==> src/design/pbm_pkg.sv <==
`timescale 1ns / 1ps
// ----------------------------------------------------------------------------
// pbm_pkg
// Shared types, constants and helper functions of the blend mode compositor.
// ----------------------------------------------------------------------------
`default_nettype none

package pbm_pkg;

    localparam int NUM_STAGES = 15;

    // widths of the pipelined restoring divider
    localparam int DIV_NW = 35;
    localparam int DIV_DW = 25;

    localparam logic [3:0] MODE_NORMAL   = 4'd0;
    localparam logic [3:0] MODE_MULTIPLY = 4'd1;
    localparam logic [3:0] MODE_ADD      = 4'd2;
    localparam logic [3:0] MODE_OVERLAY  = 4'd3;
    localparam logic [3:0] MODE_SCREEN   = 4'd4;
    localparam logic [3:0] MODE_DARKEN   = 4'd5;
    localparam logic [3:0] MODE_LIGHTEN  = 4'd6;
    localparam logic [3:0] MODE_DODGE    = 4'd7;
    localparam logic [3:0] MODE_BURN     = 4'd8;
    localparam logic [3:0] MODE_HARD     = 4'd9;
    localparam logic [3:0] MODE_SOFT     = 4'd10;
    localparam logic [3:0] MODE_DIFF     = 4'd11;
    localparam logic [3:0] MODE_EXCL     = 4'd12;
    localparam logic [3:0] MODE_ERASE    = 4'd13;

    localparam logic REG_LAYER_MODE = 1'b0;
    localparam logic REG_OPACITY    = 1'b1;

    localparam logic [3:0] RESET_LAYER_MODE = MODE_NORMAL;
    localparam logic [7:0] RESET_OPACITY    = 8'd255;

    typedef struct packed {
        logic [7:0] src_red;
        logic [7:0] src_green;
        logic [7:0] src_blue;
        logic [7:0] src_alpha;
        logic [7:0] dst_red;
        logic [7:0] dst_green;
        logic [7:0] dst_blue;
        logic [7:0] dst_alpha;
    } pbm_in_t;

    typedef struct packed {
        logic [7:0] out_red;
        logic [7:0] out_green;
        logic [7:0] out_blue;
        logic [7:0] out_alpha;
    } pbm_out_t;

    typedef logic [7:0] sqrt_lut_t [256];

    // round(sqrt(255*i)), built at elaboration
    function automatic sqrt_lut_t build_sqrt_lut();
        sqrt_lut_t t;
        int v;
        int r;
        for (int i = 0; i < 256; i++) begin
            v = 255 * i;
            r = 0;
            for (int k = 1; k < 256; k++) begin
                if (k * k <= v) begin
                    r = k;
                end
            end
            if (v - r * r > r) begin
                r = r + 1;
            end
            t[i] = 8'(r);
        end
        return t;
    endfunction

    localparam sqrt_lut_t SQRT_LUT = build_sqrt_lut();

    // floor(y/255) by reciprocal multiply and one correction step
    function automatic logic [7:0] div255(input logic [16:0] y);
        logic [32:0] prod;
        logic [7:0]  q;
        logic [16:0] t;
        logic [16:0] r;
        prod = 33'(y) * 33'd32896;
        q    = prod[30:23];
        t    = {1'b0, q, 8'b0} - 17'(q);
        r    = y - t;
        if (r >= 17'd255) begin
            q = q + 8'd1;
        end
        return q;
    endfunction

    function automatic logic [7:0] sat_add8(input logic [7:0] a, input logic [7:0] b);
        logic [8:0] s;
        s = {1'b0, a} + {1'b0, b};
        return s[8] ? 8'hFF : s[7:0];
    endfunction

endpackage

`default_nettype wire

==> src/design/pbm_flow.sv <==
`timescale 1ns / 1ps
// ----------------------------------------------------------------------------
// pbm_flow
// Valid bits and per-stage load enables of the compositor pipeline.
// ----------------------------------------------------------------------------
`default_nettype none

module pbm_flow import pbm_pkg::*; (
    input  logic                  aclk,
    input  logic                  aresetn,
    input  logic                  s_valid,
    output logic                  s_ready,
    output logic                  m_valid,
    input  logic                  m_ready,
    output logic [NUM_STAGES:1]   load
);

    logic [NUM_STAGES:1] valid_reg;

    // a stage may load when m_ready is high or when it or any stage after it holds a bubble
    always_comb begin
        for (int k = 1; k <= NUM_STAGES; k++) begin
            load[k] = m_ready | ~(&(valid_reg | NUM_STAGES'((1 << (k - 1)) - 1)));
        end
    end

    always_ff @(posedge aclk) begin
        if (!aresetn) begin
            valid_reg <= '0;
        end else begin
            if (load[1]) begin
                valid_reg[1] <= s_valid;
            end
            for (int k = 2; k <= NUM_STAGES; k++) begin
                if (load[k]) begin
                    valid_reg[k] <= valid_reg[k-1];
                end
            end
        end
    end

    assign s_ready = load[1];
    assign m_valid = valid_reg[NUM_STAGES];

endmodule

`default_nettype wire

==> config.mk <==
export PLATFORM = sky130hd
export DESIGN_NAME = pbm_flow
export DESIGN_NICKNAME = d
export VERILOG_FILES = /design/src/design/pbm_pkg.sv /design/src/design/pbm_flow.sv
export SDC_FILE = /design/constraint.sdc
export NUM_CORES = 1
export LEC_CHECK = 0
export ABC_AREA = 1
export BUFFER_PORTS_ARGS = -buffer_cell sky130_fd_sc_hd__buf_2
export CORE_MARGIN = 2
export CORE_UTILIZATION = 45
export CTS_CLUSTER_DIAMETER = 150
export DETAILED_ROUTE_END_ITERATION = 8
export GPL_ROUTABILITY_DRIVEN = 0
export PLACE_DENSITY = 0.71
export SYNTH_ARGS = -nofsm -noshare
export SYNTH_HDL_FRONTEND = slang
export SYNTH_SLANG_ARGS = --single-unit
==> constraint.sdc <==
create_clock -name aclk -period 2.3 [get_ports aclk]
set_input_delay 0.46 -clock aclk [delete_from_list [all_inputs] [get_ports aclk]]
set_output_delay 0.46 -clock aclk [all_outputs]
set_load 0.05 [all_outputs]
## Yosys cells after proc, flatten, opt, wreduce, memory -nomap -nowiden

Index checks and enable logic that the tools add are counted.
W data, S select, Z words.

| operators by class | value |
|---|---|
| reductions and logical operators | 14 |
| bitwise operators | 30 |

Operator list:

| cell | count |
|---|---|
| $not A1 Y1 | 15 |
| $or A1 B1 Y1 | 15 |
| $reduce_and A15 Y1 | 1 |
| $reduce_and A14 Y1 | 1 |
| $reduce_and A13 Y1 | 1 |
| $reduce_and A12 Y1 | 1 |
| $reduce_and A11 Y1 | 1 |
| $reduce_and A10 Y1 | 1 |
| $reduce_and A9 Y1 | 1 |
| $reduce_and A8 Y1 | 1 |
| $reduce_and A7 Y1 | 1 |
| $reduce_and A6 Y1 | 1 |
| $reduce_and A5 Y1 | 1 |
| $reduce_and A4 Y1 | 1 |
| $reduce_and A3 Y1 | 1 |
| $reduce_and A2 Y1 | 1 |

| word-level totals | value |
|---|---|
| bits in registers | 15 |
| bits of input ports | 4 |

## Logic depth before layout (Yosys ltp)

| logic depth | value |
|---|---|
| word-level depth | 3 |
| mapped depth | 6 |

## Worst setup path before layout

Ideal clock, no wire load.

| timing | value |
|---|---|
| path type | reg-to-output |
| start | reg valid_reg[15] (netlist bit) |
| end | out load[1] (netlist bit) |
| setup slack | -0.269 ns |
| stages on the path, launching flop included | 7 |
| data arrival time | 2.109 ns |
| cells stage by stage | dfxtp_1 nand2_2 nor2_4 nand2_4 nor2_8 nand3_1 buf_4 |

| between the ends | value |
|---|---|
| word-level cells in the longest chain between the ends | 3 |

Ends and longest elaborated chain:

| what | line | source |
|---|---|---|
| start, declared | pbm_flow.sv:18 | `logic [NUM_STAGES:1] valid_reg;` |
| start signal, assigned by index | pbm_flow.sv:36 | `valid_reg[k] <= valid_reg[k-1];` |
| $reduce_and A15 Y1 | pbm_flow.sv:23 | `load[k] = m_ready \| ~(&(valid_reg \| NUM_STAGES'((1 << (k - 1)) - 1)));` |
| $not A1 Y1 | pbm_flow.sv:23 |  |
| $or A1 B1 Y1 | pbm_flow.sv:23 |  |
| end, declared | pbm_flow.sv:15 | `output logic [NUM_STAGES:1] load` |

No other way between the ends.

## Final worst setup path

| timing | value |
|---|---|
| start | reg valid_reg[14] (netlist bit) |
| end | out load[1] (netlist bit) |

Same word-level chain as after synthesis.

==> metrics.cfg <==
[run_status]
status=finished, final reports clean

[synth]
synth_cell_types=15
synth-seq-cells=15
yosys.area_share.simple_pct=36.0
synth-compound-area-share_pct=9.88
synth_xor_area_share_pct=0
yosys-top-cells-area=dfxtp_1, inv_1, nand2_1
yosys_warnings=0
synthAdderAreaFrac_pct=0
yosysMostFrequentCell=inv_1
synth_top_family_by_area=simple AND/OR/NAND/NOR gates
synth_ff_type=dfxtp_1
synth_nets=105
synth_area_leader_cell=dfxtp_1
synthTopCellsByCount=inv_1, nand2_1, nor2_1
netlist.area_leader.share_pct=41.6
yosys-mux-area-fraction_pct=0
syn-mean-instance-area_sq_um=7.15
netlist_instances=101
synthArstFlopShare_pct=0
synth_edf_count=0
netlist_area_sq_um=722
yosysSeqAreaShare_pct=41.6

[timing]
final.setup.tns_ns=0
finalCriticalPeriod_ns=1.93
fin_worst_skew_ns=0.00766
grt_setup_unrepaired=no
fin_crit_sh_pct=84.1
fmax_mhz=517
drv_slew=0
tightest_slew_ns=0.516
hold_viol_final=0
setup_ws_ns=0.365
slew_headroom_pct=65.6
whs_ns=0.416
setup_viol=0

[finish]
drive_gt1_share_pct=29.3
fin_cells=139
final_area_sq_um=863
antennaDiodeCount=0
area_delta_synth_final_pct=19.6
final_nets=128
largest_reg_flops=15
fin_util_pct=57.3

[detailed_routing]
drtIter0Drc=28
vias=643
ant_nets=0
drt_first_pass_iters=4
post_drt_wl_per_cell_um=10.4
wirelength_mm=1.44
post_drt_via_cell_ratio=4.63
route.detailed.drc=0

[worst_setup_path]
worstPathRequired_ns=1.84
startpoint_type=flop
critical_path_peak_fanout=8
cp.arrival_ns=1.47
path_buf_inv=1
critPathMaxStageDelay_ns=0.35
cp-end-kind=output port
reg2reg_slack_ns=1.16
crit_chain=nand2_2, nor2_4, nand2_4, nor2_8, nand3_2, buf_2
worst_path_max_delay_cell=dfxtp_1
path_delay_family=simple AND/OR/NAND/NOR gates
path_class=flop to output port

[clock_tree]
post_cts_resize_count=0
clkLatencyLatePin_ns=0.29
cts_buffers=3
cts_hold_buf=0
cts_num_sinks=15
cts_tree=yes
cts_setup_buffers=0
root_buffer=clkbuf_4
cts.htree.levels=1
ctsLongestPathBuffers=2
clkTransAtPathRegs_ns=0.09

[grt]
grt.total_usage_pct=17.7
grt_overflow=0
antenna_found_initial=0
grt_pass1_wl_mm=2.45
grt_pass1_vias=583
grt_max_degree=16

[power]
sw_frac_of_total_pct=22.0
seqPwrFrac_pct=61.8
power_frac_comb_pct=3.0
p_leak_nw=0.367
finalPower_uw=428
powerDensity_nw_per_um2=495
clockPowerShare_pct=35.3
p_int_uw=334
switchingPower_uw=94.0
vdd_drop_max_mv=0.357

[floorplanning]
pin_count=21
start_util_pct=47.9
dieArea_sq_um=1940
dieWidth_um=44.1
coreArea_sq_um=1510
die_h_um=44.1
num_rows=14

[placement]
io_buffers=20
place_ws_ns=0.483
place_area_sq_um=837
detailed_place_hpwl_mm=1.13
dp.cells=135

[run]
drv_cap=0

[worst_hold_path]
hold_path_class=input port to flop

[kinds of logic (layout without fill, tap and decap cells)]
logic type / after synthesis / in the layout
DFF: 15 / 15
AOI/OAI and AO/OA: 12 / 12
and+or+nand+nor: 51 / 51
buffers and inverters: 23 / 45
[routing by layer]
metal / global-route usage (%) / part of all wire, %
met2: 25.6 / 44
met5: 0 / 0
met4: 12.7 / 3.1
met1: 23.3 / 48
met3: 3.67 / 4.7
[worst reg2reg max path: stages (launching register included)]
cell and delay [ns]:
dfxtp_1 0.35, nand2_2 0.08, nor2_4 0.20, nand2_4 0.12, nor2_4 0.14, nand2_1 0.08
a21oi_2 0.10
[final cells by class]
type | instances | area (sq um)
clock buffer | 4 | 26.3
multi-input combinational | 63 | 337
tap | 16 | 20.0
timing repair buffer | 20 | 100
sequential | 15 | 302
inverter | 21 | 78.8
fill | 150 | 643
[power groups by stage]
stage	sequential, mW	clock [mW]	combinational [mW]
after floorplan	0.270	0	0.00820
after global placement	0.270	0	0.0123
after detailed placement	0.270	0	0.0127
after CTS	0.264	0.155	0.0128
after global routing	0.265	0.168	0.0142
final	0.264	0.151	0.0127
[path summary, 6_finish.rpt]
path | from | endpoint | cells past startpoint
max | valid_reg[14]$_SDFFE_PN0P_ | load[1] | 6
min reg2reg | valid_reg[14]$_SDFFE_PN0P_ | valid_reg[15]$_SDFFE_PN0P_ | 2
min | s_valid | valid_reg[1]$_SDFFE_PN0P_ | 3
max reg2reg | valid_reg[14]$_SDFFE_PN0P_ | valid_reg[3]$_SDFFE_PN0P_ | 6
[cell usage in the layout (no fill, tap or decap)]
master,instances
nor2_2,1
nand3_1,3
nand2_4,2
nor2_1,16
nand4_1,4
nand2_1,19
a21oi_2,3
a21oi_1,9
clkbuf_1,1
clkbuf_4,3
buf_2,20
dfxtp_1,14
nand2_2,2
nand3_2,1
inv_1,21
dfxtp_2,1
nor2_4,2
nor2_8,1
No activity file was read; power rests on OpenSTA's default activity.
