## src/design/pbm_pkg.sv

```systemverilog
`timescale 1ns / 1ps
// ----------------------------------------------------------------------------
// pbm_pkg
// Shared types, constants and helper functions of the blend mode compositor.
// ----------------------------------------------------------------------------
`default_nettype none

package pbm_pkg;

    localparam int NUM_STAGES = 15;

    // widths of the pipelined restoring divider
    localparam int DIV_NW = 35;
    localparam int DIV_DW = 25;

    localparam logic [3:0] MODE_NORMAL   = 4'd0;
    localparam logic [3:0] MODE_MULTIPLY = 4'd1;
    localparam logic [3:0] MODE_ADD      = 4'd2;
    localparam logic [3:0] MODE_OVERLAY  = 4'd3;
    localparam logic [3:0] MODE_SCREEN   = 4'd4;
    localparam logic [3:0] MODE_DARKEN   = 4'd5;
    localparam logic [3:0] MODE_LIGHTEN  = 4'd6;
    localparam logic [3:0] MODE_DODGE    = 4'd7;
    localparam logic [3:0] MODE_BURN     = 4'd8;
    localparam logic [3:0] MODE_HARD     = 4'd9;
    localparam logic [3:0] MODE_SOFT     = 4'd10;
    localparam logic [3:0] MODE_DIFF     = 4'd11;
    localparam logic [3:0] MODE_EXCL     = 4'd12;
    localparam logic [3:0] MODE_ERASE    = 4'd13;

    localparam logic REG_LAYER_MODE = 1'b0;
    localparam logic REG_OPACITY    = 1'b1;

    localparam logic [3:0] RESET_LAYER_MODE = MODE_NORMAL;
    localparam logic [7:0] RESET_OPACITY    = 8'd255;

    typedef struct packed {
        logic [7:0] src_red;
        logic [7:0] src_green;
        logic [7:0] src_blue;
        logic [7:0] src_alpha;
        logic [7:0] dst_red;
        logic [7:0] dst_green;
        logic [7:0] dst_blue;
        logic [7:0] dst_alpha;
    } pbm_in_t;

    typedef struct packed {
        logic [7:0] out_red;
        logic [7:0] out_green;
        logic [7:0] out_blue;
        logic [7:0] out_alpha;
    } pbm_out_t;

    typedef logic [7:0] sqrt_lut_t [256];

    // round(sqrt(255*i)), built at elaboration
    function automatic sqrt_lut_t build_sqrt_lut();
        sqrt_lut_t t;
        int v;
        int r;
        for (int i = 0; i < 256; i++) begin
            v = 255 * i;
            r = 0;
            for (int k = 1; k < 256; k++) begin
                if (k * k <= v) begin
                    r = k;
                end
            end
            if (v - r * r > r) begin
                r = r + 1;
            end
            t[i] = 8'(r);
        end
        return t;
    endfunction

    localparam sqrt_lut_t SQRT_LUT = build_sqrt_lut();

    // floor(y/255) by reciprocal multiply and one correction step
    function automatic logic [7:0] div255(input logic [16:0] y);
        logic [32:0] prod;
        logic [7:0]  q;
        logic [16:0] t;
        logic [16:0] r;
        prod = 33'(y) * 33'd32896;
        q    = prod[30:23];
        t    = {1'b0, q, 8'b0} - 17'(q);
        r    = y - t;
        if (r >= 17'd255) begin
            q = q + 8'd1;
        end
        return q;
    endfunction

    function automatic logic [7:0] sat_add8(input logic [7:0] a, input logic [7:0] b);
        logic [8:0] s;
        s = {1'b0, a} + {1'b0, b};
        return s[8] ? 8'hFF : s[7:0];
    endfunction

endpackage

`default_nettype wire

```

## src/design/pbm_div.sv

```systemverilog
`timescale 1ns / 1ps
// ----------------------------------------------------------------------------
// pbm_div
// Four-stage restoring divider, two quotient bits per stage, 8-bit quotient
// that saturates to 255.
// ----------------------------------------------------------------------------
`default_nettype none

module pbm_div import pbm_pkg::*; (
    input  logic              aclk,
    input  logic [3:0]        load,
    input  logic [DIV_NW-1:0] num_in,
    input  logic [DIV_DW-1:0] den_in,
    output logic [7:0]        quo
);

    logic [DIV_NW-1:0] rem_reg [0:2];
    logic [DIV_DW-1:0] den_reg [0:2];
    logic [7:0]        q_reg   [0:3];
    logic              sat_reg [0:3];

    for (genvar j = 0; j < 4; j++) begin : g_stage
        logic [DIV_NW-1:0] r_in;
        logic [DIV_NW-1:0] r_mid;
        logic [DIV_NW-1:0] r_out;
        logic [DIV_DW-1:0] d_in;
        logic [7:0]        q_in;
        logic [7:0]        q_out;
        logic              sat_in;
        logic [DIV_NW-1:0] sh_hi;
        logic [DIV_NW-1:0] sh_lo;

        if (j == 0) begin : g_first
            assign r_in   = num_in;
            assign d_in   = den_in;
            assign q_in   = '0;
            assign sat_in = num_in >= (DIV_NW'(den_in) << 8);
        end else begin : g_next
            assign r_in   = rem_reg[j-1];
            assign d_in   = den_reg[j-1];
            assign q_in   = q_reg[j-1];
            assign sat_in = sat_reg[j-1];
        end

        assign sh_hi = DIV_NW'(d_in) << (7 - 2 * j);
        assign sh_lo = DIV_NW'(d_in) << (6 - 2 * j);

        always_comb begin
            q_out = q_in;
            r_mid = r_in;
            if (r_in >= sh_hi) begin
                r_mid            = r_in - sh_hi;
                q_out[7 - 2 * j] = 1'b1;
            end
            r_out = r_mid;
            if (r_mid >= sh_lo) begin
                r_out            = r_mid - sh_lo;
                q_out[6 - 2 * j] = 1'b1;
            end
        end

        always_ff @(posedge aclk) begin
            if (load[j]) begin
                q_reg[j]   <= q_out;
                sat_reg[j] <= sat_in;
            end
        end

        if (j < 3) begin : g_carry
            always_ff @(posedge aclk) begin
                if (load[j]) begin
                    rem_reg[j] <= r_out;
                    den_reg[j] <= d_in;
                end
            end
        end
    end

    assign quo = sat_reg[3] ? 8'hFF : q_reg[3];

endmodule

`default_nettype wire

```

## config.mk

```make
export PLATFORM = sky130hd
export DESIGN_NAME = pbm_div
export DESIGN_NICKNAME = d
export VERILOG_FILES = /design/src/design/pbm_pkg.sv /design/src/design/pbm_div.sv
export SDC_FILE = /design/constraint.sdc
export NUM_CORES = 1
export LEC_CHECK = 0
export BUFFER_PORTS_ARGS = -buffer_cell sky130_fd_sc_hd__buf_2
export CAP_MARGIN = 0
export CORE_ASPECT_RATIO = 1.4
export CORE_UTILIZATION = 40
export CTS_CLUSTER_DIAMETER = 80
export CTS_CLUSTER_SIZE = 25
export DETAILED_ROUTE_END_ITERATION = 6
export SLEW_MARGIN = 20
export SYNTH_ARGS = -nofsm -noshare
export SYNTH_HDL_FRONTEND = slang
export SYNTH_SLANG_ARGS = --single-unit
```

## constraint.sdc

```tcl
create_clock -name aclk -period 13.6 [get_ports aclk]
set_clock_uncertainty 0.1 [all_clocks]
set_input_delay 1.36 -clock aclk [delete_from_list [all_inputs] [get_ports aclk]]
set_output_delay 1.36 -clock aclk [all_outputs]
set_load 0.02 [all_outputs]
```

Word-level counts from Yosys, hierarchy flattened. Memory sizes are Yosys's and may differ from the RTL's. Index checks and enable logic that the tools add are counted. Widths: inputs -> output; s select.

Muxes and demuxes: 24. Add/subtract/negate cells: 7. $lt $le $gt $ge: 9.

Operators with widths (number): $mux 35 (7); $ge 35x25->1 (1); $ge 35x26->1 (1); $ge 35x27->1 (1); $ge 35x28->1 (1); $ge 35x29->1 (1); $ge 35x30->1 (1); $ge 35x31->1 (1); $ge 35x32->1 (1); $ge 35x33->1 (1); $sub 35x26->35 (1); $sub 35x27->35 (1); $sub 35x28->35 (1); $sub 35x29->35 (1); $sub 35x30->35 (1); $sub 35x31->35 (1); $sub 35x32->35 (1); $mux 1 (16); $mux 8 (1).

Bits in writable memories: 216. Input bits: 65. Output and inout bits: 8. Memories: 4. Logic and storage cells: 44. Bits in registers: 0.

Memory list: rem_reg (words 3, bits a word 35, read ports 3, clocked after memory_dff 0, write ports 3, line pbm_div.sv:17) `logic [DIV_NW-1:0] rem_reg [0:2];`; den_reg (words 3, bits a word 25, read ports 3, clocked after memory_dff 0, write ports 3, line pbm_div.sv:18) `logic [DIV_DW-1:0] den_reg [0:2];`; q_reg (words 4, bits a word 8, read ports 4, clocked after memory_dff 0, write ports 4, line pbm_div.sv:19) `logic [7:0] q_reg [0:3];`; sat_reg (words 4, bits a word 1, read ports 4, clocked after memory_dff 0, write ports 4, line pbm_div.sv:20) `logic sat_reg [0:3];`.

Logic depth before layout (Yosys ltp). An unclocked memory read counts as a cell.

Depth after elaboration: 5. Depth in mapped cells: 28. Depth with buffers taken out: 26.

Worst setup path after synthesis. No wires, ideal clock.

Path type: input -> register. Start: in num_in[7]. End: mem rem_reg[0][10] (data pin). Path slack: 6.907 ns. Stages on the path: 25. Data required time: 13.240 ns. Library setup time: 0.260 ns. Arrival: 6.333 ns. Path buffers: 3. Path through: inv_1 ha_1 inv_1 fa_1 a211oi_1 o21ai_1 a31oi_2 a21oi_1 a41o_1 nand2_1 clkbuf_1 clkbuf_1 nand2_1 o21ai_0 ha_1 a21o_1 a21oi_1 o21ai_0 o41ai_1 a2bb2oi_1 o31ai_1 o21ai_0 and4b_1 buf_2 mux2_2.

RTL lines: start: declaration (line pbm_div.sv:12) `input logic [DIV_NW-1:0] num_in,`; end: declaration (line pbm_div.sv:17).

==> impl_metrics.sql <==
INSERT INTO impl_metrics (metric_group, metric, value, unit) VALUES
('yosys', 'ys_async_sr_fraction', '0', '%'),
('sta', 'min_period', '7.72', 'ns'),
('flow_run', 'maxCapViolations', '0', ''),
('yosys', 'prevailing_post_synth_register_cell', 'sky130_fd_sc_hd__edfxtp_1', ''),
('clock_tree', 'numCtsBuffers', '12', ''),
('finish', 'count_of_nets_after_finishing', '2510', ''),
('die', 'area_of_the_core', '0.0480', 'mm^2'),
('worst_setup_path', 'worstReg2RegEnd', 'rem_reg[0][59]', ''),
('yosys', 'synth_seq_cells', '204', ''),
('drt', 'wl_per_cell', '19.0', 'um'),
('sta', 'tns', '0', 'ns'),
('drt', 'detail_route.iter0.violations', '711', ''),
('worst_setup_path', 'start_kind', 'input port', ''),
('hold_path', 'hold_class', 'reg -> reg', ''),
('drt', 'antenna_violating_nets_post_route', '0', ''),
('grt', 'first_global_vias', '16512', ''),
('clock_tree', 'post_cts_resize_count', '0', ''),
('hold_path', 'min_delay_worst_endpoint', 'sat_reg[3]', ''),
('grt', 'grt.total_usage', '21.8', '%'),
('yosys', 'synth_area_leader_cell', 'sky130_fd_sc_hd__edfxtp_1', ''),
('sta', 'timing.final.hold_violations', '0', ''),
('worst_setup_path', 'timing.reg2reg.setup_slack', '6.19', 'ns'),
('sta', 'slew_violations', '0', ''),
('hold_path', 'timing.hold.worst.start', 'sat_reg[2]', ''),
('yosys', 'synth.top_cells.by_area', 'sky130_fd_sc_hd__edfxtp_1, sky130_fd_sc_hd__ha_1, sky130_fd_sc_hd__xnor2_1', ''),
('worst_setup_path', 'cpMaxStageDelayCell', 'sky130_fd_sc_hd__and4b_1', ''),
('sta', 'report.final.setup_viol', '0', ''),
('drt', 'dr_total_vias', '16018', ''),
('pwr', 'vdd_drop_max', '0.0874', 'mV'),
('worst_setup_path', 'timing.setup.critical_path_class', 'in -> reg', ''),
('grt', 'grt_remaining_overflow', '0', ''),
('yosys', 'yosysSeqAreaShare', '31.5', '%'),
('placement', 'place_hpwl', '46400', 'um'),
('worst_setup_path', 'timing.rr.start', 'den_reg[0][0]', ''),
('clock_tree', 'clock-sinks', '204', ''),
('drt', 'drc_errors', '0', ''),
('grt', 'grt_first_pass_wirelength', '85200', 'um'),
('sta', 'slew-limit-headroom', '35.8', '%'),
('sta', 'achievable-frequency', '130', 'MHz'),
('yosys', 'synthesis.nets', '2457', ''),
('sta', 'layout_worst_path_cycle_share', '56.8', '%'),
('grt', 'antenna_violations_before_repair', '0', ''),
('finish', 'post-route-util', '43.4', '%'),
('clock_tree', 'clockRootBuffer', 'sky130_fd_sc_hd__clkbuf_16', ''),
('clock_tree', 'postCtsHoldBufs', '0', ''),
('placement', 'io_buffers', '72', ''),
('worst_setup_path', 'cp_common_cell', 'sky130_fd_sc_hd__inv_1', ''),
('yosys', 'synth_top_family_by_area', 'compound AO/OA/AOI/OAI gates', ''),
('yosys', 'yosys-mux-area-fraction', '4.45', '%'),
('drt', 'detail_route.first_pass.iterations', '5', ''),
('finish', 'layout_common_cells', 'sky130_fd_sc_hd__ha_1, sky130_fd_sc_hd__edfxtp_1, sky130_fd_sc_hd__a21oi_1', ''),
('die', 'die_area', '0.0495', 'mm^2'),
('worst_setup_path', 'end_kind', 'flip-flop', ''),
('finish', 'layout_commonest_cell', 'sky130_fd_sc_hd__ha_1', ''),
('yosys', 'yosys.area.top_type_share', '31.5', '%'),
('sta', 'worst-slew-pin-transition', '0.954', 'ns'),
('yosys', 'netlist_area', '0.0194', 'mm^2'),
('die', 'placementRows', '95', ''),
('finish', 'syn2layout_area_growth', '7.30', '%'),
('yosys', 'distinct_cell_type_count_of_the_synthesized_netlist', '84', ''),
('run_status', 'status', 'complete, no violations', ''),
('yosys', 'post_synth_and_or_nand_nor_area_fraction', '16.3', '%'),
('yosys', 'synth_adder_area_share', '15.2', '%'),
('clock_tree', 'worst_setup_hold_path_clk_slew', '0.09', 'ns'),
('finish', 'antenna_diodes', '0', ''),
('yosys', 'synth_edf_count', '204', ''),
('hold_path', 'worstHoldPathCells', '0', ''),
('placement', 'gpl.final_weighted_congestion', '0.958', ''),
('yosys', 'yosys_warnings', '0', ''),
('finish', 'num-fill-cells', '4778', ''),
('worst_setup_path', 'worst-endpoint-required', '13.73', 'ns');
## worst max-delay path by stage
stage | from | endpoint
global route | num_in[7] | rem_reg[0][23]
finish | num_in[7] | rem_reg[0][23]
floorplan | num_in[7] | rem_reg[0][10]
global placement | num_in[7] | rem_reg[0][30]
detailed placement | num_in[7] | rem_reg[0][23]
CTS | num_in[7] | rem_reg[0][23]
## stage by stage
stage	setup slack (ns)	total power [uW]	hold slack [ns]	area (um^2)	instances
finish	5.88	5060	0.325	20900	2846
global route	5.37	5520	0.333	20900	2846
CTS	5.91	5080	0.328	20900	2846
detailed placement	5.42	4680	0.307	20500	2829
global placement	5.57	4630	0.301	20500	2829
floorplan	6.91	3890	0.300	19400	2160
## cells in the mapped netlist, drive strengths merged (30+ instances only)
| cell type | number |
|---|---|
| ha | 225 |
| edfxtp | 204 |
| a21oi | 196 |
| nand2 | 177 |
| nor2 | 162 |
| inv | 157 |
| o21ai | 155 |
| xnor2 | 115 |
| a21o | 87 |
| mux2 | 68 |
| nand3 | 55 |
| xor2 | 52 |
| nor3 | 46 |
| o21a | 34 |
| nand4 | 33 |
| clkbuf | 30 |
## layout make-up
type | instances | area, um^2 | area share, %
clock buffers | 12 | 300 | 1.44
inverters | 157 | 589 | 2.83
clock inverters | 5 | 71.3 | 0.342
flip-flops and latches | 204 | 6130 | 29.4
repair buffers | 83 | 443 | 2.12
multi-input cells | 1755 | 12500 | 60.1
well taps | 630 | 788 | 3.78
## critical path, delay by kind of cell
family / cells / cell delay, ns
compound gates: 12 / 3.03
simple gates: 3 / 0.65
fa+ha+maj: 3 / 0.90
buf+inv: 8 / 1.58
mux: 1 / 0.30
## routing by layer
| layer | vias up | part of all wire (%) | GRT usage [%] |
|---|---|---|---|
| li1 | 8119 | - | - |
| met3 | 127 | 2.1 | 1.24 |
| met1 | 7467 | 37 | 21.6 |
| met4 | 0 | 6.8 | 13.9 |
| met5 | - | 0 | 0 |
| met2 | 305 | 54 | 43.0 |
## report_power, final
part	switching, uW	total, uW	internal (uW)
Clock	194	378	184
Sequential	116	1100	987
Combinational	1960	3580	1620
## logic make-up (layout without fill, tap and decap cells)
| family | Yosys count | count (layout) |
|---|---|---|
| mux | 73 | 73 |
| xor+xnor | 167 | 167 |
| fa+ha+maj | 232 | 232 |
| compound gates | 644 | 644 |
| buf+inv | 201 | 257 |
| simple gates | 639 | 639 |
| flops | 204 | 204 |
(Power assumes the default switching activity.)
