[src/design/pbm_pkg.sv]
`timescale 1ns / 1ps
// ----------------------------------------------------------------------------
// pbm_pkg
// Shared types, constants and helper functions of the blend mode compositor.
// ----------------------------------------------------------------------------
`default_nettype none

package pbm_pkg;

    localparam int NUM_STAGES = 15;

    // widths of the pipelined restoring divider
    localparam int DIV_NW = 35;
    localparam int DIV_DW = 25;

    localparam logic [3:0] MODE_NORMAL   = 4'd0;
    localparam logic [3:0] MODE_MULTIPLY = 4'd1;
    localparam logic [3:0] MODE_ADD      = 4'd2;
    localparam logic [3:0] MODE_OVERLAY  = 4'd3;
    localparam logic [3:0] MODE_SCREEN   = 4'd4;
    localparam logic [3:0] MODE_DARKEN   = 4'd5;
    localparam logic [3:0] MODE_LIGHTEN  = 4'd6;
    localparam logic [3:0] MODE_DODGE    = 4'd7;
    localparam logic [3:0] MODE_BURN     = 4'd8;
    localparam logic [3:0] MODE_HARD     = 4'd9;
    localparam logic [3:0] MODE_SOFT     = 4'd10;
    localparam logic [3:0] MODE_DIFF     = 4'd11;
    localparam logic [3:0] MODE_EXCL     = 4'd12;
    localparam logic [3:0] MODE_ERASE    = 4'd13;

    localparam logic REG_LAYER_MODE = 1'b0;
    localparam logic REG_OPACITY    = 1'b1;

    localparam logic [3:0] RESET_LAYER_MODE = MODE_NORMAL;
    localparam logic [7:0] RESET_OPACITY    = 8'd255;

    typedef struct packed {
        logic [7:0] src_red;
        logic [7:0] src_green;
        logic [7:0] src_blue;
        logic [7:0] src_alpha;
        logic [7:0] dst_red;
        logic [7:0] dst_green;
        logic [7:0] dst_blue;
        logic [7:0] dst_alpha;
    } pbm_in_t;

    typedef struct packed {
        logic [7:0] out_red;
        logic [7:0] out_green;
        logic [7:0] out_blue;
        logic [7:0] out_alpha;
    } pbm_out_t;

    typedef logic [7:0] sqrt_lut_t [256];

    // round(sqrt(255*i)), built at elaboration
    function automatic sqrt_lut_t build_sqrt_lut();
        sqrt_lut_t t;
        int v;
        int r;
        for (int i = 0; i < 256; i++) begin
            v = 255 * i;
            r = 0;
            for (int k = 1; k < 256; k++) begin
                if (k * k <= v) begin
                    r = k;
                end
            end
            if (v - r * r > r) begin
                r = r + 1;
            end
            t[i] = 8'(r);
        end
        return t;
    endfunction

    localparam sqrt_lut_t SQRT_LUT = build_sqrt_lut();

    // floor(y/255) by reciprocal multiply and one correction step
    function automatic logic [7:0] div255(input logic [16:0] y);
        logic [32:0] prod;
        logic [7:0]  q;
        logic [16:0] t;
        logic [16:0] r;
        prod = 33'(y) * 33'd32896;
        q    = prod[30:23];
        t    = {1'b0, q, 8'b0} - 17'(q);
        r    = y - t;
        if (r >= 17'd255) begin
            q = q + 8'd1;
        end
        return q;
    endfunction

    function automatic logic [7:0] sat_add8(input logic [7:0] a, input logic [7:0] b);
        logic [8:0] s;
        s = {1'b0, a} + {1'b0, b};
        return s[8] ? 8'hFF : s[7:0];
    endfunction

endpackage

`default_nettype wire

[src/design/pbm_mix.sv]
`timescale 1ns / 1ps
// ----------------------------------------------------------------------------
// pbm_mix
// Four-stage front end of one color channel: forms the blend quotient
// operands, or a direct blend value for the modes that need no division.
// ----------------------------------------------------------------------------
`default_nettype none

module pbm_mix import pbm_pkg::*; (
    input  logic              aclk,
    input  logic [4:1]        load,
    input  logic [3:0]        mode_in,
    input  logic [7:0]        s_in,
    input  logic [7:0]        d_in,
    output logic [DIV_NW-1:0] num_out,
    output logic [DIV_DW-1:0] den_out,
    output logic              direct_out,
    output logic [7:0]        dval_out,
    output logic              flip_out
);

    logic [3:0]  mode_reg [1:3];
    logic [7:0]  s_reg    [1:3];
    logic [7:0]  d_reg    [1:3];
    logic [15:0] sd_reg   [1:3];
    logic [15:0] cc_reg   [1:3];
    logic [15:0] dd_reg   [1:2];
    logic [15:0] dm_reg;
    logic [7:0]  qd_reg   [1:2];
    logic [23:0] d3_reg;
    logic [23:0] slp_reg  [2:3];
    logic [22:0] tm_reg;

    logic [7:0]  f_lo;
    logic [29:0] tm_next;
    logic [32:0] n_next;
    logic [23:0] m_next;
    logic        direct_next;
    logic [7:0]  dval_next;
    logic        flip_next;
    logic [8:0]  sum9;
    logic [8:0]  s2m;
    logic [7:0]  sel;

    assign f_lo = 8'd255 - {s_reg[1][6:0], 1'b0};

    always_comb begin
        if (d_reg[2] < 8'd64) begin
            tm_next = (30'(d3_reg) << 4) + 30'(d_reg[2]) * 30'd195075
                      - 30'(dd_reg[2]) * 30'd3060;
        end else begin
            tm_next = 30'(qd_reg[2] - d_reg[2]) * 30'd65025;
        end
    end

    always_comb begin
        n_next      = '0;
        m_next      = 24'd255;
        direct_next = 1'b0;
        dval_next   = s_reg[3];
        flip_next   = 1'b0;
        sum9        = {1'b0, s_reg[3]} + {1'b0, d_reg[3]};
        s2m         = {s_reg[3], 1'b0} - 9'd255;
        sel         = (mode_reg[3] == MODE_OVERLAY) ? d_reg[3] : s_reg[3];
        case (mode_reg[3])
            MODE_MULTIPLY: begin
                n_next = 33'(sd_reg[3]);
            end
            MODE_OVERLAY, MODE_HARD: begin
                if (!sel[7]) begin
                    n_next = 33'(sd_reg[3]) << 1;
                end else begin
                    n_next    = 33'(cc_reg[3]) << 1;
                    flip_next = 1'b1;
                end
            end
            MODE_SCREEN: begin
                n_next    = 33'(cc_reg[3]);
                flip_next = 1'b1;
            end
            MODE_DARKEN: begin
                direct_next = 1'b1;
                dval_next   = (s_reg[3] < d_reg[3]) ? s_reg[3] : d_reg[3];
            end
            MODE_LIGHTEN: begin
                direct_next = 1'b1;
                dval_next   = (s_reg[3] > d_reg[3]) ? s_reg[3] : d_reg[3];
            end
            MODE_DODGE: begin
                if (s_reg[3] == 8'd255) begin
                    direct_next = 1'b1;
                    dval_next   = 8'd255;
                end else begin
                    n_next = 33'(d_reg[3]) * 33'd255;
                    m_next = 24'(8'd255 - s_reg[3]);
                end
            end
            MODE_BURN: begin
                if (s_reg[3] == 8'd0 || sum9 <= 9'd255) begin
                    direct_next = 1'b1;
                    dval_next   = 8'd0;
                end else begin
                    n_next = 33'(sum9 - 9'd255) * 33'd255;
                    m_next = 24'(s_reg[3]);
                end
            end
            MODE_SOFT: begin
                if (!s_reg[3][7]) begin
                    n_next = 33'(d_reg[3]) * 33'd65025 - 33'(slp_reg[3]);
                    m_next = 24'd65025;
                end else begin
                    n_next = 33'(d_reg[3]) * 33'd16581375
                             + 33'(s2m[7:0]) * 33'(tm_reg);
                    m_next = 24'd16581375;
                end
            end
            MODE_DIFF: begin
                direct_next = 1'b1;
                dval_next   = (s_reg[3] > d_reg[3]) ? s_reg[3] - d_reg[3]
                                                     : d_reg[3] - s_reg[3];
            end
            MODE_EXCL: begin
                n_next = 33'(sum9) * 33'd255 - (33'(sd_reg[3]) << 1);
            end
            default: begin
                direct_next = 1'b1;
            end
        endcase
    end

    always_ff @(posedge aclk) begin
        if (load[1]) begin
            mode_reg[1] <= mode_in;
            s_reg[1]    <= s_in;
            d_reg[1]    <= d_in;
            sd_reg[1]   <= 16'(s_in) * 16'(d_in);
            cc_reg[1]   <= 16'(8'd255 - s_in) * 16'(8'd255 - d_in);
            dd_reg[1]   <= 16'(d_in) * 16'(d_in);
            dm_reg      <= 16'(d_in) * 16'(8'd255 - d_in);
            qd_reg[1]   <= SQRT_LUT[d_in];
        end
        if (load[2]) begin
            mode_reg[2] <= mode_reg[1];
            s_reg[2]    <= s_reg[1];
            d_reg[2]    <= d_reg[1];
            sd_reg[2]   <= sd_reg[1];
            cc_reg[2]   <= cc_reg[1];
            dd_reg[2]   <= dd_reg[1];
            qd_reg[2]   <= qd_reg[1];
            d3_reg      <= 24'(dd_reg[1]) * 24'(d_reg[1]);
            slp_reg[2]  <= 24'(f_lo) * 24'(dm_reg);
        end
        if (load[3]) begin
            mode_reg[3] <= mode_reg[2];
            s_reg[3]    <= s_reg[2];
            d_reg[3]    <= d_reg[2];
            sd_reg[3]   <= sd_reg[2];
            cc_reg[3]   <= cc_reg[2];
            slp_reg[3]  <= slp_reg[2];
            tm_reg      <= tm_next[22:0];
        end
        if (load[4]) begin
            num_out    <= DIV_NW'({n_next, 1'b0}) + DIV_NW'(m_next);
            den_out    <= DIV_DW'({m_next, 1'b0});
            direct_out <= direct_next;
            dval_out   <= dval_next;
            flip_out   <= flip_next;
        end
    end

endmodule

`default_nettype wire

[config.mk]
export PLATFORM = sky130hd
export DESIGN_NAME = pbm_mix
export DESIGN_NICKNAME = d
export VERILOG_FILES = /design/src/design/pbm_pkg.sv /design/src/design/pbm_mix.sv
export SDC_FILE = /design/constraint.sdc
export NUM_CORES = 2
export LEC_CHECK = 0
export ABC_AREA = 0
export BUFFER_PORTS_ARGS = -buffer_cell sky130_fd_sc_hd__buf_2
export CAP_MARGIN = 20
export CORE_ASPECT_RATIO = 0.8
export CORE_MARGIN = 4
export CORE_UTILIZATION = 45
export CTS_CLUSTER_SIZE = 28
export DETAILED_ROUTE_END_ITERATION = 10
export GPL_TIMING_DRIVEN = 1
export PLACE_DENSITY = 0.57
export SLEW_MARGIN = 20
export SYNTH_ARGS = -nofsm -noshare
export SYNTH_HDL_FRONTEND = slang
export SYNTH_SLANG_ARGS = --single-unit
[constraint.sdc]
create_clock -name aclk -period 14.2 [get_ports aclk]
set_input_delay 1.42 -clock aclk [delete_from_list [all_inputs] [get_ports aclk]]
set_output_delay 1.42 -clock aclk [all_outputs]
set_load 0.05 [all_outputs]
---- After elaboration in Yosys (flattened, before gate mapping) ----
Memory sizes are Yosys's and may differ from the RTL's.
Index checks and enable logic that the tools add are counted.
cells by class
  divide/modulo/power cells ............... 0
  add/sub/neg operators ................... 16
  reduce and logical (&&, ||, !) cells .... 4
  shifts and indexed selects .............. 0
  magnitude comparators ................... 5
  multiplexer cells ....................... 30
  bitwise operators ....................... 1
  multipliers ............................. 15
  eq/ne operators ......................... 12
operators with widths
  cell                      count
  $pmux W33 S7              1
  $mux W8                   9
  $pmux W24 S3              1
  $mux W33                  2
  $mux W24                  2
  $pmux W8 S5               1
  $add A34 B24 Y35          1
  $add A32 B31 Y33          1
  $mul A8 B24 Y32 const B   1
  $mul A8 B8 Y16            2
  $mul A9 B9 Y16            2
  $mul A8 B23 Y31           1
  $sub A8 B8 Y9 const A     3
  $sub A24 B24 Y25          1
  $mul A8 B16 Y24           1
  $mul A8 B16 Y24 const B   1
  $add A23 B23 Y23          1
  $mul A8 B18 Y23 const B   1
  $mul A9 B17 Y23 const B   1
  $mux W23                  1
  $sub A23 B23 Y23          1
  $mul A16 B10 Y21 const B  1
  $eq A4 B4 Y1 const B      5
  $mul A10 B9 Y19 const B   1
  other kinds (29)          41
storage, ports and cells
  bits in latches ......................... 0
  input port bits ......................... 25
  memories kept ........................... 9
  memory bits (writable) .................. 252
  ROM bits ................................ 2048
  logic and storage cells ................. 100
  output and inout bits ................... 70
  register bits ........................... 127
memory list
  memory           depth  bits a word  read ports  clocked after Yosys merged registers in  write ports  line            RTL
  (no name shown)  256    8            1           0                                        0            pbm_mix.sv:140  qd_reg[1] <= SQRT_LUT[d_in];
  cc_reg           3      16           3           0                                        3            pbm_mix.sv:26   logic [15:0] cc_reg [1:3];
  sd_reg           3      16           3           0                                        3            pbm_mix.sv:25   logic [15:0] sd_reg [1:3];
  slp_reg          2      24           2           0                                        2            pbm_mix.sv:31   logic [23:0] slp_reg [2:3];
  dd_reg           2      16           2           0                                        2            pbm_mix.sv:27   logic [15:0] dd_reg [1:2];
  d_reg            3      8            3           0                                        3            pbm_mix.sv:24   logic [7:0] d_reg [1:3];
  3 more memories  -      -            -           -                                        -            -

---- Logic depth before layout (Yosys ltp) ----
An unclocked memory read counts as a cell.
  depth after elaboration ................. 7
  depth in mapped cells ................... 45
  depth with buffers taken out ............ 41

---- Worst setup path after synthesis ----
No wires, ideal clock.
  path kind ............................... register to register
  start point ............................. register d_reg[0][24] (netlist name)
  end point ............................... register num_out[28], data pin
  data arrival time ....................... 9.635 ns
  period minus slack after synthesis ...... 9.894 ns
  required time ........................... 13.941 ns
  cell stages (with the launch flop) ...... 41
  setup slack ............................. 4.306 ns
  library setup time ...................... 0.259 ns
  buffers on the path ..................... 4
  path through ............................ edfxtp_1 > ha_1 > inv_1 > fa_1 > o21bai_1 > a21oi_1 > and3_1 > nor2_1 > inv_1 > ha_1 > and3_1 > xnor3_1 > clkbuf_1 > fa_1 > fa_1 > fa_1 > inv_1 > fa_1 > (+5 left out) > o21ai_0 > a31oi_1 > xnor3_1 > o21ai_1 > buf_2 > inv_1 > clkbuf_1 > o21ai_0 > ha_1 > a21o_1 > a21o_1 > a21o_1 > a21o_1 > a21oi_1 > a21boi_1 > buf_2 > nor4b_1 > a211o_1
RTL lines
  what                    line            RTL
  end signal: assignment  pbm_mix.sv:163  num_out <= DIV_NW'({n_next, 1'b0}) + DIV_NW'(m_next);
  end: declaration        pbm_mix.sv:15   output logic [DIV_NW-1:0] num_out,

==> impl_results.md <==
* First-pass GRT wire length at 229,000 um
* Routed WL at 144,000 um
* Tot GR Track Use at 22.7%
* Area taken by multi-input logic gates at 0.0395 sq mm
* Initial Utilization at 45.3%
* Most common cell in the synthesized netlist: inv_1
* Share of the synthesized area in the top cell type at 29.0%
* Critical path's largest stage delay at 0.63 ns
* Post-synth top cells: inv_1 (1,243), fa_1 (806), ha_1 (742)
* P&R area growth vs syn at 6.56%
* Register area share after synthesis at 19.3%
* Number of max-cap violations at 0
* Layout cells sized above 1 at under 10%
* Nets@finish at 7,226
* Largest area contributor in the netlist: fa_1
* Final hold viol count at 0
* Final Skew at 0.0196 ns
* GP Congestion at 0.928
* DRC Markers at 0
* Num rows at 115
* Number of flops mapped to enable cells by yosys at around 360
* Yosys warns at 0
* Startpoint Class: register
* Setup crit end kind: register
* Worst EP required at between 10 and 15 ns
* Number of clock sinks at ~360
* Worst Tran Pin Value at 1.10 ns
* Syn_area_per_cell at 9.88 sq um
* Final Non-Filler Cells at 7,323
* Synth top area cells: fa_1 (29%), edfxtp_1 (19%), ha_1 (17%)
* Cell family with most CP delay: adder cells
* Yosys cell types at 100
* Clk Latency, worst-skew pair at 0.63 ns
* Core area at ~0.12 sq mm
* Status: completed
* Flops & latches, synth at ~360
* CTS root buf: clkbuf_16
* Async SR Flop Fraction at 0%
* Top FF cell, synth: edfxtp_1
* Cell Area, Synth at 0.0556 sq mm
* Number of global-route vias before repair at between 30,000 and 40,000
* Num ports at 95
* CP arrival at roughly 11 ns
* Number of fill cells at 11,600
* Hold_buf cts at 0
* TritonCTS buffer count at 42
* CTS tree: yes
* Die area at 0.129 sq mm
* Critical path class: reg -> reg
* Setup violators final at 0
* Max-slew headroom at 26.7%
* 1st-iter DRT viols at 2,743
* Via Count at 37,800
* Setup TNS Final at 0 ns
* Max-slew violation count at 0
* Clock transition at path regs at 0.06 ns
* Die Height at approximately 320 um
* Port bufs at 91
* Final period util at around 77%
* WHS at 0.415 ns
* Largest net degree at the start of global routing at 61
* Die width at 401 um
* Cells after Synth at 5,623
* H-tree depth at 2
* ANT nets after route at 0
* CP max-delay cell: xnor2_1
* DPL Wire Length at roughly 120,000 um
* Achievable Freq at between 90 and 100 MHz
* Buffer and inverter count on the worst path at 5
* HP Class: reg -> reg
* CP Max Fanout at 32
* Post-DR vias/cell at 5.17
* Final min period at about 11 ns
* Postcts setup bufs at 0
* Total global routing overflow at 0
* Seq. cell area at 0.0107 sq mm
* CTS Buffer Depth at 3
* RSZ-0062 raised after global routing: false
* PostCTS Resize Cnt at 0
* Crit path top cell by count: a21oi_1
* Drt pass-1 iters at 6
* Inst Count DP at ~7,200
* Initial antenna violation count at 3
* Routed WL per cell at slightly below 20 um
[cells in the final DEF (no fill, tap or decap), types with 10 or more instances in the layout]
| master | n |
|---|---|
| o21bai_1 | 29 |
| nand2b_1 | 95 |
| nand3_1 | 35 |
| nor3_1 | 46 |
| a31oi_1 | 30 |
| fa_1 | 806 |
| ha_1 | 742 |
| a211oi_1 | 31 |
| or3_1 | 18 |
| a22oi_1 | 10 |
| mux2_2 | 12 |
| and3_1 | 17 |
| o31ai_1 | 16 |
| nor2b_1 | 60 |
| clkinv_1 | 12 |
| xor2_1 | 82 |
| o211ai_1 | 29 |
| o21a_1 | 31 |
| clkbuf_16 | 42 |
| buf_2 | 88 |
| and2_1 | 234 |
| nor2_1 | 283 |
| or2_2 | 36 |
| inv_1 | 1242 |
| a21boi_0 | 17 |
| a21oi_1 | 225 |
| o221ai_1 | 17 |
| nand2_1 | 332 |
| a21o_1 | 78 |
| o21ai_0 | 173 |
| edfxtp_1 | 357 |
| mux2i_1 | 36 |
| buf_4 | 44 |
| xnor2_1 | 175 |
[layout make-up]
| type | instances | area share, % |
|---|---|---|
| Antenna cell | 1 | 0.00423 |
| Clock buffer | 47 | 1.81 |
| Clock inverter | 28 | 0.592 |
| Inverter | 1250 | 7.92 |
| Multi-Input combinational cell | 3869 | 66.8 |
| Sequential cell | 357 | 18.1 |
| Tap cell | 1638 | 3.46 |
| Timing Repair Buffer | 133 | 1.35 |
[metrics by stage]
stage | cell area [sq um] | utilization [%] | setup WS [ns]
6_report | 59200 | 48.2 | 3.29
5_1_grt | 59200 | 48.2 | 2.45
4_1_cts | 59200 | 48.2 | 3.34
3_5_place_dp | 57800 | 47.1 | 3.40
3_3_place_gp | 57800 | 47.1 | 3.53
2_1_floorplan | 55600 | - | 4.31
[routing by layer]
| layer | track usage [%] | wire (um) | up-vias |
|---|---|---|---|
| li1 | - | - | 18100 |
| met1 | 34.5 | 70600 | 18600 |
| met2 | 32.6 | 57900 | 1042 |
| met3 | 6.32 | 12400 | 133 |
| met4 | 4.35 | 2850 | 2 |
| met5 | 0 | 13 | - |
[worst paths after layout]
kind / from / endpoint / slack, ns / cells past startpoint
setup / recovery: s_reg[0][25] / num_out[29] / 3.29 / 38
hold / removal: slp_reg[1][22] / slp_reg[1][46] / 0.42 / 0
setup reg to reg: s_reg[0][25] / num_out[29] / 3.29 / 38
hold reg to reg: slp_reg[1][22] / slp_reg[1][46] / 0.42 / 0
[cell families (layout without fill, tap and decap cells)]
logic type / after synthesis / after routing / share of synthesized area, %
other cells: 1 / 4 / 0.00675
flops: 357 / 357 / 19.3
buf+inv: 1399 / 1458 / 9.59
compound gates: 792 / 792 / 9.24
simple gates: 1210 / 1210 / 10.8
fa+ha+maj: 1550 / 1550 / 45.8
xor+xnor: 259 / 259 / 4.13
mux: 55 / 55 / 1.15
Power is not shown: default switching activity piles up to over one toggle a cycle in this logic, so the estimate is an artifact.
